===== config.mk =====
export PLATFORM = sky130hd
export DESIGN_NAME = calendar_rule_date_engine_top
export DESIGN_NICKNAME = d
export VERILOG_FILES = /design/src/cre_pkg.sv /design/src/calendar_rule_date_engine_top.sv
export SDC_FILE = /design/constraint.sdc
export NUM_CORES = 2
export LEC_CHECK = 0
export ABC_AREA = 1
export BUFFER_PORTS_ARGS = -buffer_cell sky130_fd_sc_hd__buf_2
export CAP_MARGIN = 20
export CORE_AREA = 10 10 433 435
export DETAILED_ROUTE_END_ITERATION = 10
export DIE_AREA = 0 0 443 445
export GPL_ROUTABILITY_DRIVEN = 0
export GPL_TIMING_DRIVEN = 0
export SETUP_SLACK_MARGIN = 0.15
export SLEW_MARGIN = 40
export SYNTH_ARGS = -nofsm -noshare
export SYNTH_HDL_FRONTEND = slang
export SYNTH_SLANG_ARGS = --single-unit

===== constraint.sdc =====
create_clock -name i_clk -period 10.39 [get_ports i_clk]
set_input_delay 2.078 -clock i_clk [delete_from_list [all_inputs] [get_ports i_clk]]
set_output_delay 2.078 -clock i_clk [all_outputs]
set_load 0.01 [all_outputs]

===== src/cre_pkg.sv =====
// Package for the calendar rule date engine: rule kind codes and the
// Gregorian day arithmetic helpers used by the pipeline.
// Depends on nothing.
`default_nettype none
package cre_pkg;

    typedef enum logic [2:0] {
        ACT_FIXED    = 3'd0,
        ACT_NTH      = 3'd1,
        ACT_EASTER   = 3'd2,
        ACT_ON_AFTER = 3'd3,
        ACT_ROTATE   = 3'd4
    } t_action;

    localparam int unsigned LATENCY = 13;

    // Year offset of the internal day count: day 0 is March 1 of year -400.
    localparam logic [12:0] YEAR_BIAS = 13'd400;

    function automatic logic [2:0] mod7(input logic [21:0] x);
        logic [45:0] p;
        logic [19:0] q;
        logic [22:0] r;
        p = 46'(x) * 46'd9586981;
        q = p[45:26];
        r = 23'(x) - 23'(q) * 23'd7;
        mod7 = r[2:0];
    endfunction

    // Days from the epoch to March 1 of the biased year y.
    function automatic logic [21:0] days_of(input logic [12:0] y);
        logic [25:0] p;
        logic [6:0]  q100;
        p = 26'(y) * 26'd5243;
        q100 = p[25:19];
        days_of = 22'(y) * 22'd365 + 22'(y[12:2]) - 22'(q100) + 22'(q100[6:2]);
    endfunction

    // Day of the March-based year on which month index mp begins.
    function automatic logic [8:0] doy_of(input logic [3:0] mp);
        case (mp)
            4'd0: doy_of = 9'd0;
            4'd1: doy_of = 9'd31;
            4'd2: doy_of = 9'd61;
            4'd3: doy_of = 9'd92;
            4'd4: doy_of = 9'd122;
            4'd5: doy_of = 9'd153;
            4'd6: doy_of = 9'd184;
            4'd7: doy_of = 9'd214;
            4'd8: doy_of = 9'd245;
            4'd9: doy_of = 9'd275;
            4'd10: doy_of = 9'd306;
            4'd11: doy_of = 9'd337;
            default: doy_of = 9'd0;
        endcase
    endfunction

endpackage
`default_nettype wire


===== src/calendar_rule_date_engine_top.sv =====
// Pipelined calendar rule date engine: turns a year and one date rule into
// a Gregorian date, weekday and packed date word.
// Depends on cre_pkg.
//
// The block takes one word per clock cycle and never raises busy. Every
// result appears with o_valid in order, once it has passed through the
// pipeline (Easter computus, day count, weekday alignment, year search and
// month split), and the receiver cannot stall it.
`default_nettype none
module calendar_rule_date_engine_top
    import cre_pkg::*;
(
    input  wire logic               i_clk,
    input  wire logic               i_rst_n,
    input  wire logic               start,
    output logic                    busy,
    input  wire logic [2:0]         i_action,
    input  wire logic [11:0]        i_year,
    input  wire logic [3:0]         i_month,
    input  wire logic [4:0]         i_day_or_count,
    input  wire logic [2:0]         i_weekday,
    input  wire logic signed [5:0]  i_day_offset,
    output logic                    o_valid,
    output logic [11:0]             o_result_year,
    output logic [3:0]              o_result_month,
    output logic [4:0]              o_result_day,
    output logic [2:0]              o_result_weekday,
    output logic [28:0]             o_packed_date,
    output logic                    o_year_out_of_range
);

    assign busy = 1'b0;

    // Stage 1: input capture.
    logic              r1_vld;
    logic [2:0]        r1_action;
    logic [11:0]       r1_year;
    logic [3:0]        r1_month;
    logic [4:0]        r1_dc;
    logic [2:0]        r1_wd;
    logic signed [5:0] r1_off;

    // Stage 2: rule decode and first computus quotients.
    logic              r2_vld, r2_need, r2_zero, r2_east;
    logic [11:0]       r2_year;
    logic [7:0]        r2_q19;
    logic [5:0]        r2_b;
    logic signed [1:0] r2_adj;
    logic [3:0]        r2_mp;
    logic signed [5:0] r2_dd;
    logic signed [9:0] r2_ext;
    logic [2:0]        r2_wd;

    logic [3:0]        n2_mo;
    logic signed [1:0] n2_adj;
    logic [3:0]        n2_mp;
    logic signed [5:0] n2_dd;
    logic signed [9:0] n2_ext;
    logic signed [9:0] n2_dcm1;
    logic              n2_need, n2_zero;
    logic [2:0]        n2_wd;
    logic [23:0]       n2_p19;
    logic [24:0]       n2_p100;

    assign n2_p19  = 24'(r1_year) * 24'd3450;
    assign n2_p100 = 25'(r1_year) * 25'd5243;
    assign n2_dcm1 = $signed({5'b0, r1_dc}) - 10'sd1;

    always_comb begin
        n2_mo = (r1_action == ACT_ROTATE && r1_month == 4'd0) ? 4'd3 : r1_month;
        case (n2_mo)
            4'd0: begin
                n2_adj = -2'sd1;
                n2_mp  = 4'd9;
            end
            4'd1: begin
                n2_adj = -2'sd1;
                n2_mp  = 4'd10;
            end
            4'd2: begin
                n2_adj = -2'sd1;
                n2_mp  = 4'd11;
            end
            4'd13: begin
                n2_adj = 2'sd0;
                n2_mp  = 4'd10;
            end
            4'd14: begin
                n2_adj = 2'sd0;
                n2_mp  = 4'd11;
            end
            4'd15: begin
                n2_adj = 2'sd1;
                n2_mp  = 4'd0;
            end
            default: begin
                n2_adj = 2'sd0;
                n2_mp  = n2_mo - 4'd3;
            end
        endcase
        n2_dd   = 6'sd0;
        n2_ext  = 10'sd0;
        n2_need = 1'b0;
        n2_zero = 1'b0;
        n2_wd   = (r1_wd == 3'd7) ? 3'd0 : r1_wd;
        case (r1_action)
            ACT_FIXED: begin
                n2_dd = $signed({1'b0, r1_dc}) - 6'sd1;
            end
            ACT_NTH: begin
                n2_need = 1'b1;
                n2_ext  = n2_dcm1 * 10'sd7 + 10'(r1_off);
            end
            ACT_EASTER: begin
                n2_ext = 10'(r1_off);
            end
            ACT_ON_AFTER: begin
                n2_need = 1'b1;
                n2_dd   = $signed({1'b0, r1_dc}) - 6'sd1;
                n2_ext  = 10'(r1_off);
            end
            ACT_ROTATE: begin
                n2_need = 1'b1;
                n2_wd   = 3'd0;
                n2_zero = (r1_month > 4'd2);
            end
            default: begin
                n2_zero = 1'b1;
            end
        endcase
    end

    // Stage 3: remaining computus terms.
    logic              r3_vld, r3_need, r3_zero, r3_east;
    logic [11:0]       r3_year;
    logic signed [1:0] r3_adj;
    logic [3:0]        r3_mp;
    logic signed [5:0] r3_dd;
    logic signed [9:0] r3_ext;
    logic [2:0]        r3_wd;
    logic [4:0]        r3_a;
    logic [5:0]        r3_b;
    logic [3:0]        r3_d;
    logic [1:0]        r3_e;
    logic [3:0]        r3_g;
    logic [4:0]        r3_i;
    logic [1:0]        r3_k;

    logic [11:0] n3_a, n3_c;
    logic [5:0]  n3_x;
    logic [12:0] n3_pg;

    assign n3_a  = r2_year - 12'(r2_q19) * 12'd19;
    assign n3_c  = r2_year - 12'(r2_b) * 12'd100;
    assign n3_x  = r2_b - ((r2_b >= 6'd17) ? 6'd1 : 6'd0) + 6'd1;
    assign n3_pg = 13'(n3_x) * 13'd171;

    // Stage 4: epact.
    logic              r4_vld, r4_need, r4_zero, r4_east;
    logic [11:0]       r4_year;
    logic signed [1:0] r4_adj;
    logic [3:0]        r4_mp;
    logic signed [5:0] r4_dd;
    logic signed [9:0] r4_ext;
    logic [2:0]        r4_wd;
    logic [4:0]        r4_a, r4_h, r4_i;
    logic [1:0]        r4_e, r4_k;

    logic [9:0]  n4_x, n4_h;
    logic [19:0] n4_p;

    assign n4_x = 10'(r3_a) * 10'd19 + 10'(r3_b) - 10'(r3_d) - 10'(r3_g) + 10'd15;
    assign n4_p = 20'(n4_x) * 20'd2185;
    assign n4_h = n4_x - 10'(n4_p[19:16]) * 10'd30;

    // Stage 5: weekday correction of the computus.
    logic              r5_vld, r5_need, r5_zero, r5_east;
    logic [11:0]       r5_year;
    logic signed [1:0] r5_adj;
    logic [3:0]        r5_mp;
    logic signed [5:0] r5_dd;
    logic signed [9:0] r5_ext;
    logic [2:0]        r5_wd;
    logic [4:0]        r5_a, r5_h;
    logic [2:0]        r5_l;

    logic [6:0] n5_y;

    assign n5_y = 7'd32 + {4'b0, r4_e, 1'b0} + {1'b0, r4_i, 1'b0} - 7'(r4_h) - 7'(r4_k);

    // Stage 6: Easter date and base date selection.
    logic              r6_vld, r6_need, r6_zero;
    logic [12:0]       r6_y;
    logic [3:0]        r6_mp;
    logic signed [5:0] r6_dd;
    logic signed [9:0] r6_ext;
    logic [2:0]        r6_wd;

    logic [8:0] n6_t;
    logic [7:0] n6_s;

    assign n6_t = 9'(r5_a) + 9'(r5_h) * 9'd11 + 9'(r5_l) * 9'd22;
    assign n6_s = 8'(r5_h) + 8'(r5_l) + 8'd114 - ((n6_t >= 9'd451) ? 8'd7 : 8'd0);

    // Stage 7: day count of the base date.
    logic              r7_vld, r7_need, r7_zero;
    logic [21:0]       r7_z;
    logic signed [9:0] r7_ext;
    logic [2:0]        r7_wd;

    // Stage 8: weekday alignment and offset.
    logic        r8_vld, r8_zero;
    logic [21:0] r8_z;

    logic [2:0] n8_wk;
    logic [3:0] n8_t;
    logic [2:0] n8_adv;

    assign n8_wk  = mod7(r7_z + 22'd3);
    assign n8_t   = {1'b0, r7_wd} + 4'd7 - {1'b0, n8_wk};
    assign n8_adv = (n8_t >= 4'd7) ? 3'(n8_t - 4'd7) : n8_t[2:0];

    // Stage 9: year estimate and result weekday.
    logic        r9_vld, r9_zero;
    logic [21:0] r9_z;
    logic [12:0] r9_ye;
    logic [2:0]  r9_rw;

    logic [45:0] n9_p;

    assign n9_p = 46'(r8_z) * 46'd11759221;

    // Stage 10: year boundaries around the estimate.
    logic        r10_vld, r10_zero;
    logic [21:0] r10_z, r10_dm, r10_d0, r10_dp;
    logic [12:0] r10_ye;
    logic [2:0]  r10_rw;

    // Stage 11: year selection.
    logic        r11_vld, r11_zero;
    logic [12:0] r11_y;
    logic [8:0]  r11_doy;
    logic [2:0]  r11_rw;

    logic [12:0] n11_y;
    logic [21:0] n11_doy;

    always_comb begin
        if (r10_z < r10_d0) begin
            n11_y   = r10_ye - 13'd1;
            n11_doy = r10_z - r10_dm;
        end else if (r10_z >= r10_dp) begin
            n11_y   = r10_ye + 13'd1;
            n11_doy = r10_z - r10_dp;
        end else begin
            n11_y   = r10_ye;
            n11_doy = r10_z - r10_d0;
        end
    end

    // Stage 12: month split.
    logic        r12_vld, r12_zero;
    logic [12:0] r12_y;
    logic [8:0]  r12_doy;
    logic [3:0]  r12_mp;
    logic [2:0]  r12_rw;

    logic [20:0] n12_p;

    assign n12_p = 21'(11'(r11_doy) * 11'd5 + 11'd2) * 21'd857;

    // Stage 13: output assembly.
    logic signed [13:0] n13_ry;
    logic [8:0]         n13_day;
    logic [3:0]         n13_mon;
    logic [4:0]         n13_yoff;
    logic               n13_flag;

    always_comb begin
        n13_ry  = $signed({1'b0, r12_y}) - $signed({1'b0, YEAR_BIAS})
                  + ((r12_mp >= 4'd10) ? 14'sd1 : 14'sd0);
        n13_day = r12_doy - doy_of(r12_mp) + 9'd1;
        n13_mon = (r12_mp < 4'd10) ? r12_mp + 4'd3 : r12_mp - 4'd9;
        if (n13_ry < 14'sd2000) begin
            n13_yoff = 5'd0;
            n13_flag = 1'b0;
        end else if (n13_ry > 14'sd2031) begin
            n13_yoff = 5'd31;
            n13_flag = 1'b1;
        end else begin
            n13_yoff = 5'(n13_ry - 14'sd2000);
            n13_flag = 1'b0;
        end
    end

    always_ff @(posedge i_clk) begin
        if (!i_rst_n) begin
            r1_vld  <= 1'b0;
            r2_vld  <= 1'b0;
            r3_vld  <= 1'b0;
            r4_vld  <= 1'b0;
            r5_vld  <= 1'b0;
            r6_vld  <= 1'b0;
            r7_vld  <= 1'b0;
            r8_vld  <= 1'b0;
            r9_vld  <= 1'b0;
            r10_vld <= 1'b0;
            r11_vld <= 1'b0;
            r12_vld <= 1'b0;
            o_valid <= 1'b0;
        end else begin
            r1_vld  <= start && !busy;
            r2_vld  <= r1_vld;
            r3_vld  <= r2_vld;
            r4_vld  <= r3_vld;
            r5_vld  <= r4_vld;
            r6_vld  <= r5_vld;
            r7_vld  <= r6_vld;
            r8_vld  <= r7_vld;
            r9_vld  <= r8_vld;
            r10_vld <= r9_vld;
            r11_vld <= r10_vld;
            r12_vld <= r11_vld;
            o_valid <= r12_vld;
        end
    end

    always_ff @(posedge i_clk) begin
        r1_action <= i_action;
        r1_year   <= i_year;
        r1_month  <= i_month;
        r1_dc     <= i_day_or_count;
        r1_wd     <= i_weekday;
        r1_off    <= i_day_offset;

        r2_year <= r1_year;
        r2_q19  <= n2_p19[23:16];
        r2_b    <= n2_p100[24:19];
        r2_adj  <= n2_adj;
        r2_mp   <= n2_mp;
        r2_dd   <= n2_dd;
        r2_ext  <= n2_ext;
        r2_need <= n2_need;
        r2_zero <= n2_zero;
        r2_wd   <= n2_wd;
        r2_east <= (r1_action == ACT_EASTER);

        r3_year <= r2_year;
        r3_adj  <= r2_adj;
        r3_mp   <= r2_mp;
        r3_dd   <= r2_dd;
        r3_ext  <= r2_ext;
        r3_need <= r2_need;
        r3_zero <= r2_zero;
        r3_wd   <= r2_wd;
        r3_east <= r2_east;
        r3_a    <= n3_a[4:0];
        r3_b    <= r2_b;
        r3_d    <= r2_b[5:2];
        r3_e    <= r2_b[1:0];
        r3_g    <= n3_pg[12:9];
        r3_i    <= n3_c[6:2];
        r3_k    <= n3_c[1:0];

        r4_year <= r3_year;
        r4_adj  <= r3_adj;
        r4_mp   <= r3_mp;
        r4_dd   <= r3_dd;
        r4_ext  <= r3_ext;
        r4_need <= r3_need;
        r4_zero <= r3_zero;
        r4_wd   <= r3_wd;
        r4_east <= r3_east;
        r4_a    <= r3_a;
        r4_h    <= n4_h[4:0];
        r4_e    <= r3_e;
        r4_i    <= r3_i;
        r4_k    <= r3_k;

        r5_year <= r4_year;
        r5_adj  <= r4_adj;
        r5_mp   <= r4_mp;
        r5_dd   <= r4_dd;
        r5_ext  <= r4_ext;
        r5_need <= r4_need;
        r5_zero <= r4_zero;
        r5_wd   <= r4_wd;
        r5_east <= r4_east;
        r5_a    <= r4_a;
        r5_h    <= r4_h;
        r5_l    <= mod7(22'(n5_y));

        r6_need <= r5_need;
        r6_zero <= r5_zero;
        r6_ext  <= r5_ext;
        r6_wd   <= r5_wd;
        if (r5_east) begin
            r6_y <= 13'(r5_year) + YEAR_BIAS;
            if (n6_s >= 8'd124) begin
                r6_mp <= 4'd1;
                r6_dd <= 6'(n6_s - 8'd124);
            end else begin
                r6_mp <= 4'd0;
                r6_dd <= 6'(n6_s - 8'd93);
            end
        end else begin
            r6_y  <= 13'(r5_year) + 13'(r5_adj) + YEAR_BIAS;
            r6_mp <= r5_mp;
            r6_dd <= r5_dd;
        end

        r7_z    <= days_of(r6_y) + 22'(doy_of(r6_mp)) + 22'(r6_dd);
        r7_need <= r6_need;
        r7_zero <= r6_zero;
        r7_ext  <= r6_ext;
        r7_wd   <= r6_wd;

        r8_z    <= r7_z + (r7_need ? 22'(n8_adv) : 22'd0) + 22'(r7_ext);
        r8_zero <= r7_zero;

        r9_z    <= r8_z;
        r9_ye   <= n9_p[44:32];
        r9_rw   <= mod7(r8_z + 22'd3);
        r9_zero <= r8_zero;

        r10_z    <= r9_z;
        r10_ye   <= r9_ye;
        r10_dm   <= days_of(r9_ye - 13'd1);
        r10_d0   <= days_of(r9_ye);
        r10_dp   <= days_of(r9_ye + 13'd1);
        r10_rw   <= r9_rw;
        r10_zero <= r9_zero;

        r11_y    <= n11_y;
        r11_doy  <= n11_doy[8:0];
        r11_rw   <= r10_rw;
        r11_zero <= r10_zero;

        r12_y    <= r11_y;
        r12_doy  <= r11_doy;
        r12_mp   <= n12_p[20:17];
        r12_rw   <= r11_rw;
        r12_zero <= r11_zero;

        if (r12_zero) begin
            o_result_year       <= 12'd0;
            o_result_month      <= 4'd0;
            o_result_day        <= 5'd0;
            o_result_weekday    <= 3'd0;
            o_packed_date       <= 29'd0;
            o_year_out_of_range <= 1'b0;
        end else begin
            o_result_year       <= n13_ry[11:0];
            o_result_month      <= n13_mon;
            o_result_day        <= n13_day[4:0];
            o_result_weekday    <= r12_rw;
            o_packed_date       <= {n13_yoff, n13_mon - 4'd1, 1'b0, 5'(n13_day[4:0] - 5'd1),
                                    r12_rw, 11'd0};
            o_year_out_of_range <= n13_flag;
        end
    end

endmodule
`default_nettype wire


# Word level (Yosys, flattened, before mapping)
# Memories as Yosys holds them, arrays and structs flattened. A register that Yosys moved wholly into a read port is not among the register bits.
# Cells that the tools add are included.
[op_classes]
n_addsub = 68
multipliers = 28
order_cmp = 11
n_eq_ne = 10
muxes = 23
reduce_logical = 13
[op_table]
columns = ["op", "n"]
rows = [
  ["13-bit by 13-bit multiplier with 26-bit output, second input constant", 4],
  ["22-bit by 24-bit multiplier with 46-bit output, second input constant", 2],
  ["22-bit by 11-bit adder with 22-bit output", 3],
  ["22-bit by 5-bit adder with 22-bit output", 3],
  ["13-bit by 9-bit multiplier with 22-bit output, second input constant", 3],
  ["22-bit by 7-bit subtractor with 22-bit output", 3],
  ["22-bit by 24-bit multiplier with 45-bit output, second input constant", 1],
  ["22-bit by 2-bit adder with 22-bit output, second input constant", 2],
  ["22-bit adder", 2],
  ["20-bit by 3-bit multiplier with 3-bit output, second input constant", 2],
  ["13-bit two-way mux", 3],
  ["7-bit by 24-bit multiplier with 31-bit output, second input constant", 1],
  ["9-bit subtractor", 3],
  ["13-bit by 1-bit adder with 13-bit output, second input constant", 2],
  ["13-bit by 1-bit subtractor with 13-bit output, second input constant", 2],
  ["12-bit by 13-bit multiplier with 25-bit output, second input constant", 1],
  ["12-bit by 11-bit multiplier with 23-bit output, second input constant", 1],
  ["22-bit by 3-bit adder with 22-bit output", 1],
  ["22-bit by 9-bit adder with 22-bit output", 1],
  ["22-bit greater-or-equal comparator", 1],
  ["22-bit < comparator", 1],
  ["13-bit by 10-bit multiplier with 21-bit output, second input constant", 1],
  ["10-bit by 6-bit adder with 10-bit output", 2],
  ["10-bit by 12-bit multiplier with 20-bit output, second input constant", 1],
  ["other kinds (80)", 107],
]
[totals]
reg_bits = 611
rom_bits = 288
inputBits = 36
output_inout_bits = 56
elab_cells = 268
mem_count = 2
[mem_list]
columns = ["memory", "depth", "word_bits", "read_ports", "rd_clocked_by_memory_dff", "wr", "line", "text"]
rows = [
  ["(no name shown)", 16, 9, 1, 1, 0, "cre_pkg.sv:41", "case (mp)"],
  ["(no name shown)", 16, 9, 1, 1, 0, "cre_pkg.sv:41", ""],
]

# Logic depth before layout (Yosys ltp)
[depth]
word_depth = 10
mapped_depth = 67
mapped_depth_nobuf = 67

# Worst setup path before layout
# No wires, ideal clock.
[synth_timing]
kind = "register to register"
from = "register r7_z[0]"
to = "register r8_z[15]"
setup_ns = 0.112
arrival_ns = 9.859
required_time_ns = 10.278
setup_slack_ns = 0.419
path_stages_with_launch = 64
n_path_buf = 0
period_less_slack_ns = 9.971
cell_sequence = "dfxtp_1 > inv_1 > ha_1 > inv_1 > nand2_1 > nor2_2 > nand4_2 > nor2_2 > inv_2 > nor2_1 > nand2_1 > nor3_2 > xor2_1 > ha_1 > inv_1 > fa_1 > inv_1 > fa_1 > (+28 left out) > a211oi_1 > inv_1 > nor2_1 > o21ai_0 > a21oi_1 > fa_1 > ha_1 > fa_1 > nand3_1 > nand2_1 > nand2_1 > nand2_1 > a21oi_1 > o21ai_1 > nand3_1 > nand2_1 > nand2_1 > nand2_1"
[synth_between]
elab_chain_len = 10
word_cells_on_any_way = 11
cone_classes = "add/sub: 6; mul: 2; order compare: 1; mux: 2"
[synth_lines]
columns = ["element", "line", "text"]
rows = [
  ["from (decl)", "calendar_rule_date_engine_top.sv:207", "logic [21:0] r7_z;"],
  ["from (signal assigned)", "calendar_rule_date_engine_top.sv:412", "r7_z <= days_of(r6_y) + 22'(doy_of(r6_mp)) + 22'(r6_dd);"],
  ["22-bit by 2-bit adder with 22-bit output", "calendar_rule_date_engine_top.sv:219", "assign n8_wk = mod7(r7_z + 22'd3);"],
  ["22-bit by 24-bit multiplier with 46-bit output", "cre_pkg.sv:24", "p = 46'(x) * 46'd9586981;"],
  ["20-bit by 3-bit multiplier with 3-bit output", "cre_pkg.sv:26", "r = 23'(x) - 23'(q) * 23'd7;"],
  ["3-bit subtractor", "cre_pkg.sv:26", ""],
  ["4-bit by 3-bit subtractor with 4-bit output", "calendar_rule_date_engine_top.sv:220", "assign n8_t = {1'b0, r7_wd} + 4'd7 - {1'b0, n8_wk};"],
  ["4-bit by 3-bit greater-or-equal comparator with 1-bit output or 3-bit subtractor (tied branches)", "calendar_rule_date_engine_top.sv:221", "assign n8_adv = (n8_t >= 4'd7) ? 3'(n8_t - 4'd7) : n8_t[2:0];"],
  ["3-bit two-way mux", "calendar_rule_date_engine_top.sv:221", ""],
  ["3-bit two-way mux", "calendar_rule_date_engine_top.sv:418", "r8_z <= r7_z + (r7_need ? 22'(n8_adv) : 22'd0) + 22'(r7_ext);"],
  ["22-bit by 3-bit adder with 22-bit output *", "calendar_rule_date_engine_top.sv:418", ""],
  ["22-bit adder *", "calendar_rule_date_engine_top.sv:418", ""],
  ["to (signal assigned)", "calendar_rule_date_engine_top.sv:418", ""],
  ["to (decl)", "calendar_rule_date_engine_top.sv:213", "logic [21:0] r8_z;"],
]
# Every way passes the cells marked *; elsewhere a longest branch is shown, timed or not.
# A chain may end at the register's enable or synchronous reset.

# Worst setup path after layout
[layout_timing]
from = "register r7_z[0]"
to = "register r8_z[17]"
# The elaborated chain is that of the path after synthesis.

==> out/summary.md <==
The number of hold violations in the final report is 0, and the core footprint is 178000 um^2. The source of the worst register-to-register timing path was r7_z[0]. The logs give 8614 for the number of instances in the synthesized netlist and 0.315 ns for the worst hold slack. Along the worst path, the maximum fanout reaches 3. TritonCTS built the clock tree. The logs give 10.61 ns for the data arrival at the endpoint of the critical path and 81600 um^2 for the cell area after placement. After routing the design area is 85300 um^2.

Count of final max-slew check failures: 0. From left edge to right edge, the die measures 443 um. After synthesis the cells add up to 78100 um^2. For the number of global-route vias before repair, the log shows 58045. The worst reg2reg path endpoint is r8_z[17]. STA classifies the critical path startpoint as a flip-flop. The total congestion overflow after global routing was 0. The cell that appears most often on the critical path is sky130_fd_sc_hd__nand2_1. The first-pass GRT wire length is 298000 um. The minimum clock period after layout was 10.04 ns; the fraction of the core area covered by cells at the end of the flow was 47.9%. The element type at the critical path end was a flip-flop. The clock insertion delay at the later pin of the skew report is 0.69 ns, and the data required time at the worst endpoint is 10.95 ns.

Setup repair after global routing could not meet its margin everywhere. The synthesis warning total came out at 0. The tools report the global routing usage summed across all routing layers as 18.4%.

The routed length per placed instance is 15.9 um. By area the synthesized netlist is led by sky130_fd_sc_hd__fa_1 27%, sky130_fd_sc_hd__ha_1 26%, sky130_fd_sc_hd__dfxtp_1 15%. The most critical setup path has its startpoint at r7_z[0]. Counting flops with a built-in enable in the synthesized netlist gives 0.

In the routed design, unresolved DRC markers number 0. The period utilization works out to 96.6%. After clock tree synthesis, the clock-pin slew on the worst setup and hold paths is 0.06 ns.

In this design, the stage delay of the slowest critical-path cell is 0.57 ns. Area enclosed by the die boundary: 197000 um^2. The highest-delay cell along the critical path was sky130_fd_sc_hd__fa_2. The internal reg-to-reg setup slack came out at 0.35 ns.

The share of synthesized area occupied by flip-flops and latches was 15.2%. The H-tree generated during clock tree synthesis spans 3 levels. Once detail routing completed, the nets flagged for antenna violations numbered 0. The area added between synthesis and finish came out at 9.33%.

Following the worst setup path forward leads to its endpoint at r8_z[17]. Entering global routing, the biggest net connects 18 pins. The final-report setup violation count is 0, and the number of synthesized register bits is 592. The run gives 3 as the number of buffers on the longest clock path. The max-cap violation count is 0, and the per-instance average area after synthesis is 9.06 um^2. The measured slew at the worst slew-check pin works out to 0.841 ns.

For the total clock buffers created by CTS, the log shows 70. The flow ran to the end, and the final reports show no timing, DRC or antenna violations. The initialized floorplan defines 155 standard-cell rows. The category of the critical setup timing path is reg2reg. The worst-case reg-to-reg path depth was 61. The run gives 11260 as the number of standard cells in the final layout excluding fillers. For the final database, setup skew stands at 0.0213 ns. The wire length reported by the detailed router was 179000 um.

The number of antenna violations at the first check in global routing is 1, and the count of input and output buffers is 78. The buffer cell driving the clock tree root was sky130_fd_sc_hd__clkbuf_16. The initial DRC count is 2590. For the count of vias placed by the detailed router, the log shows 54811. The fraction of final layout cells sized beyond drive strength 1 was 5.74%; the clock sink count was 592. Leaving out fill and tap cells, the most frequent cell in the layout is sky130_fd_sc_hd__inv_1. Counting tap cells, the placed design contains a total of 11059 instances. The number of distinct library cell variants in the gate-level netlist after synthesis is 61. Hold repair after CTS inserted 0 buffers. After synthesis, the share of flip-flops with an asynchronous set or reset is 0%.

The path class of the tightest hold or removal check is reg2reg. Before antenna repair, the detailed router went through 6 iterations. The number of fill cells was 16633. The achievable clock frequency was 0.0996 GHz. Detailed placement finished with a half-perimeter wire length of 157000 um. Summed over its instances, the top area cell type makes up 27.5% of the synthesized netlist area.

The net count of the finished layout is 11583. Leaving out fill and tap cells, the most frequent cells in the layout are 2245 x sky130_fd_sc_hd__inv_1, 1615 x sky130_fd_sc_hd__ha_1, 1058 x sky130_fd_sc_hd__fa_1. The flip-flop cell with the highest count after synthesis was sky130_fd_sc_hd__dfxtp_1.

The initial utilization of the core area, before any placement, comes to 43.8%. The floorplan step set the die height to 445 um. The ratio of routed vias to standard cells is 4.87. Measured against its own limit, the worst slew margin works out to 43.8%. I/O pin count: 92. The largest area contributor in the netlist is sky130_fd_sc_hd__fa_1.
-- cell usage after synthesis, types with 3 or more instances --
master	n
sky130_fd_sc_hd__inv_1	2266
sky130_fd_sc_hd__ha_1	1630
sky130_fd_sc_hd__fa_1	1071
sky130_fd_sc_hd__nand2_1	971
sky130_fd_sc_hd__dfxtp_1	592
sky130_fd_sc_hd__a21oi_1	395
sky130_fd_sc_hd__nor2_1	365
sky130_fd_sc_hd__o21ai_0	253
sky130_fd_sc_hd__xor2_1	233
sky130_fd_sc_hd__nand3_1	219
sky130_fd_sc_hd__xnor2_1	129
sky130_fd_sc_hd__nand4_1	73
sky130_fd_sc_hd__nor3_1	65
sky130_fd_sc_hd__a21o_1	40
sky130_fd_sc_hd__a31oi_1	33
sky130_fd_sc_hd__o21bai_1	32
sky130_fd_sc_hd__nor4_1	27
sky130_fd_sc_hd__o21a_1	21
sky130_fd_sc_hd__buf_4	19
sky130_fd_sc_hd__o211ai_1	17
sky130_fd_sc_hd__a211oi_1	15
sky130_fd_sc_hd__o31ai_1	14
sky130_fd_sc_hd__or2_2	13
sky130_fd_sc_hd__clkbuf_1	9
sky130_fd_sc_hd__nand3b_1	9
sky130_fd_sc_hd__nor2_2	9
sky130_fd_sc_hd__a21boi_0	8
sky130_fd_sc_hd__nor3b_1	8
sky130_fd_sc_hd__nand3_2	7
sky130_fd_sc_hd__and3_1	6
sky130_fd_sc_hd__o21ai_1	6
sky130_fd_sc_hd__and2_1	5
sky130_fd_sc_hd__buf_2	5
sky130_fd_sc_hd__a31o_2	4
sky130_fd_sc_hd__o22ai_1	4
sky130_fd_sc_hd__nand2_2	3
sky130_fd_sc_hd__nor2_4	3
sky130_fd_sc_hd__o2111ai_1	3
sky130_fd_sc_hd__o221ai_1	3
-- logic make-up after synthesis --
logic type | Yosys count | share of synthesized area (%)
adder cells (fa/ha/maj) | 2701 | 53.6
buffers and inverters | 2303 | 11.2
AND/OR/NAND/NOR | 1793 | 9.79
AO/OA/AOI/OAI | 860 | 6.16
flip-flops | 592 | 15.2
XOR/XNOR | 363 | 4.08
other | 1 | 0.00480
multiplexers | 1 | 0.0144
-- worst max-delay path: cells and delay by family (launching register included) --
kind / cells / cell delay (ns)
AOI/OAI and AO/OA: 8 / 0.94
and+or+nand+nor: 27 / 2.34
buffers and inverters: 10 / 0.69
DFF: 1 / 0.39
xor gates and xnor gates: 3 / 0.50
adders and majority gates: 13 / 5.01
-- repair_timing --
action | CTS | global route
endpoints found under the setup margin | 38 | 35
pin swaps | 51 | 68
buffers inserted | 23 | 47
gates resized for setup | 100 | 84
cloned | 0 | 0
-- cell type report --
| class | instances | area (um^2) | share of cell area [%] |
|---|---|---|---|
| multi-input cells | 5731 | 58300 | 68.4 |
| plain buffers | 34 | 209 | 0.245 |
| clock buffers | 86 | 1910 | 2.24 |
| flip-flops and latches | 592 | 11900 | 14.0 |
| clock inverters | 43 | 518 | 0.607 |
| inverters | 2269 | 8540 | 10.0 |
| well taps | 2355 | 2950 | 3.45 |
| diodes | 2 | 5.00 | 0.00586 |
| repair buffers | 148 | 956 | 1.12 |
-- worst min-delay path by stage --
stage             start   endpoint  depth (start not counted)
2_1_floorplan  r9_rw[0]  r10_rw[0]                          0
3_3_place_gp   r11_y[4]   r12_y[4]                          0
3_5_place_dp   r9_z[20]  r10_z[20]                          0
4_1_cts        r9_z[20]  r10_z[20]                          0
5_1_grt        r9_z[20]  r10_z[20]                          0
6_report       r9_z[20]  r10_z[20]                          0
-- stage by stage --
step                setup TNS, ns  setup slack [ns]
finish                          0             0.349
global route               -0.686            -0.169
floorplan                       0             0.419
global placement           -21.52             -1.02
CTS                             0             0.144
detailed placement         -19.61             -1.06
-- state kept, by name, indices dropped and copies added (netlist names), 13 cells and up, named ones only --
register and cells:
r10_ye 13, r9_z 22, r10_dp 22, r6_y 13
r12_y 13, r10_z 22, r11_y 13, o_packed_date 15
r10_d0 22, r8_z 22, r9_ye 13, r7_z 22
-- metal layers --
layer	global-route usage, %	wire length, um	vias up
met5	0	10	-
met1	24.7	83200	26247
li1	-	-	27262
met4	5.46	5440	2
met3	2.96	8100	281
met2	30.6	82600	1019
Power is not shown: default switching activity piles up to over one toggle a cycle in this logic, so the estimate is an artifact.
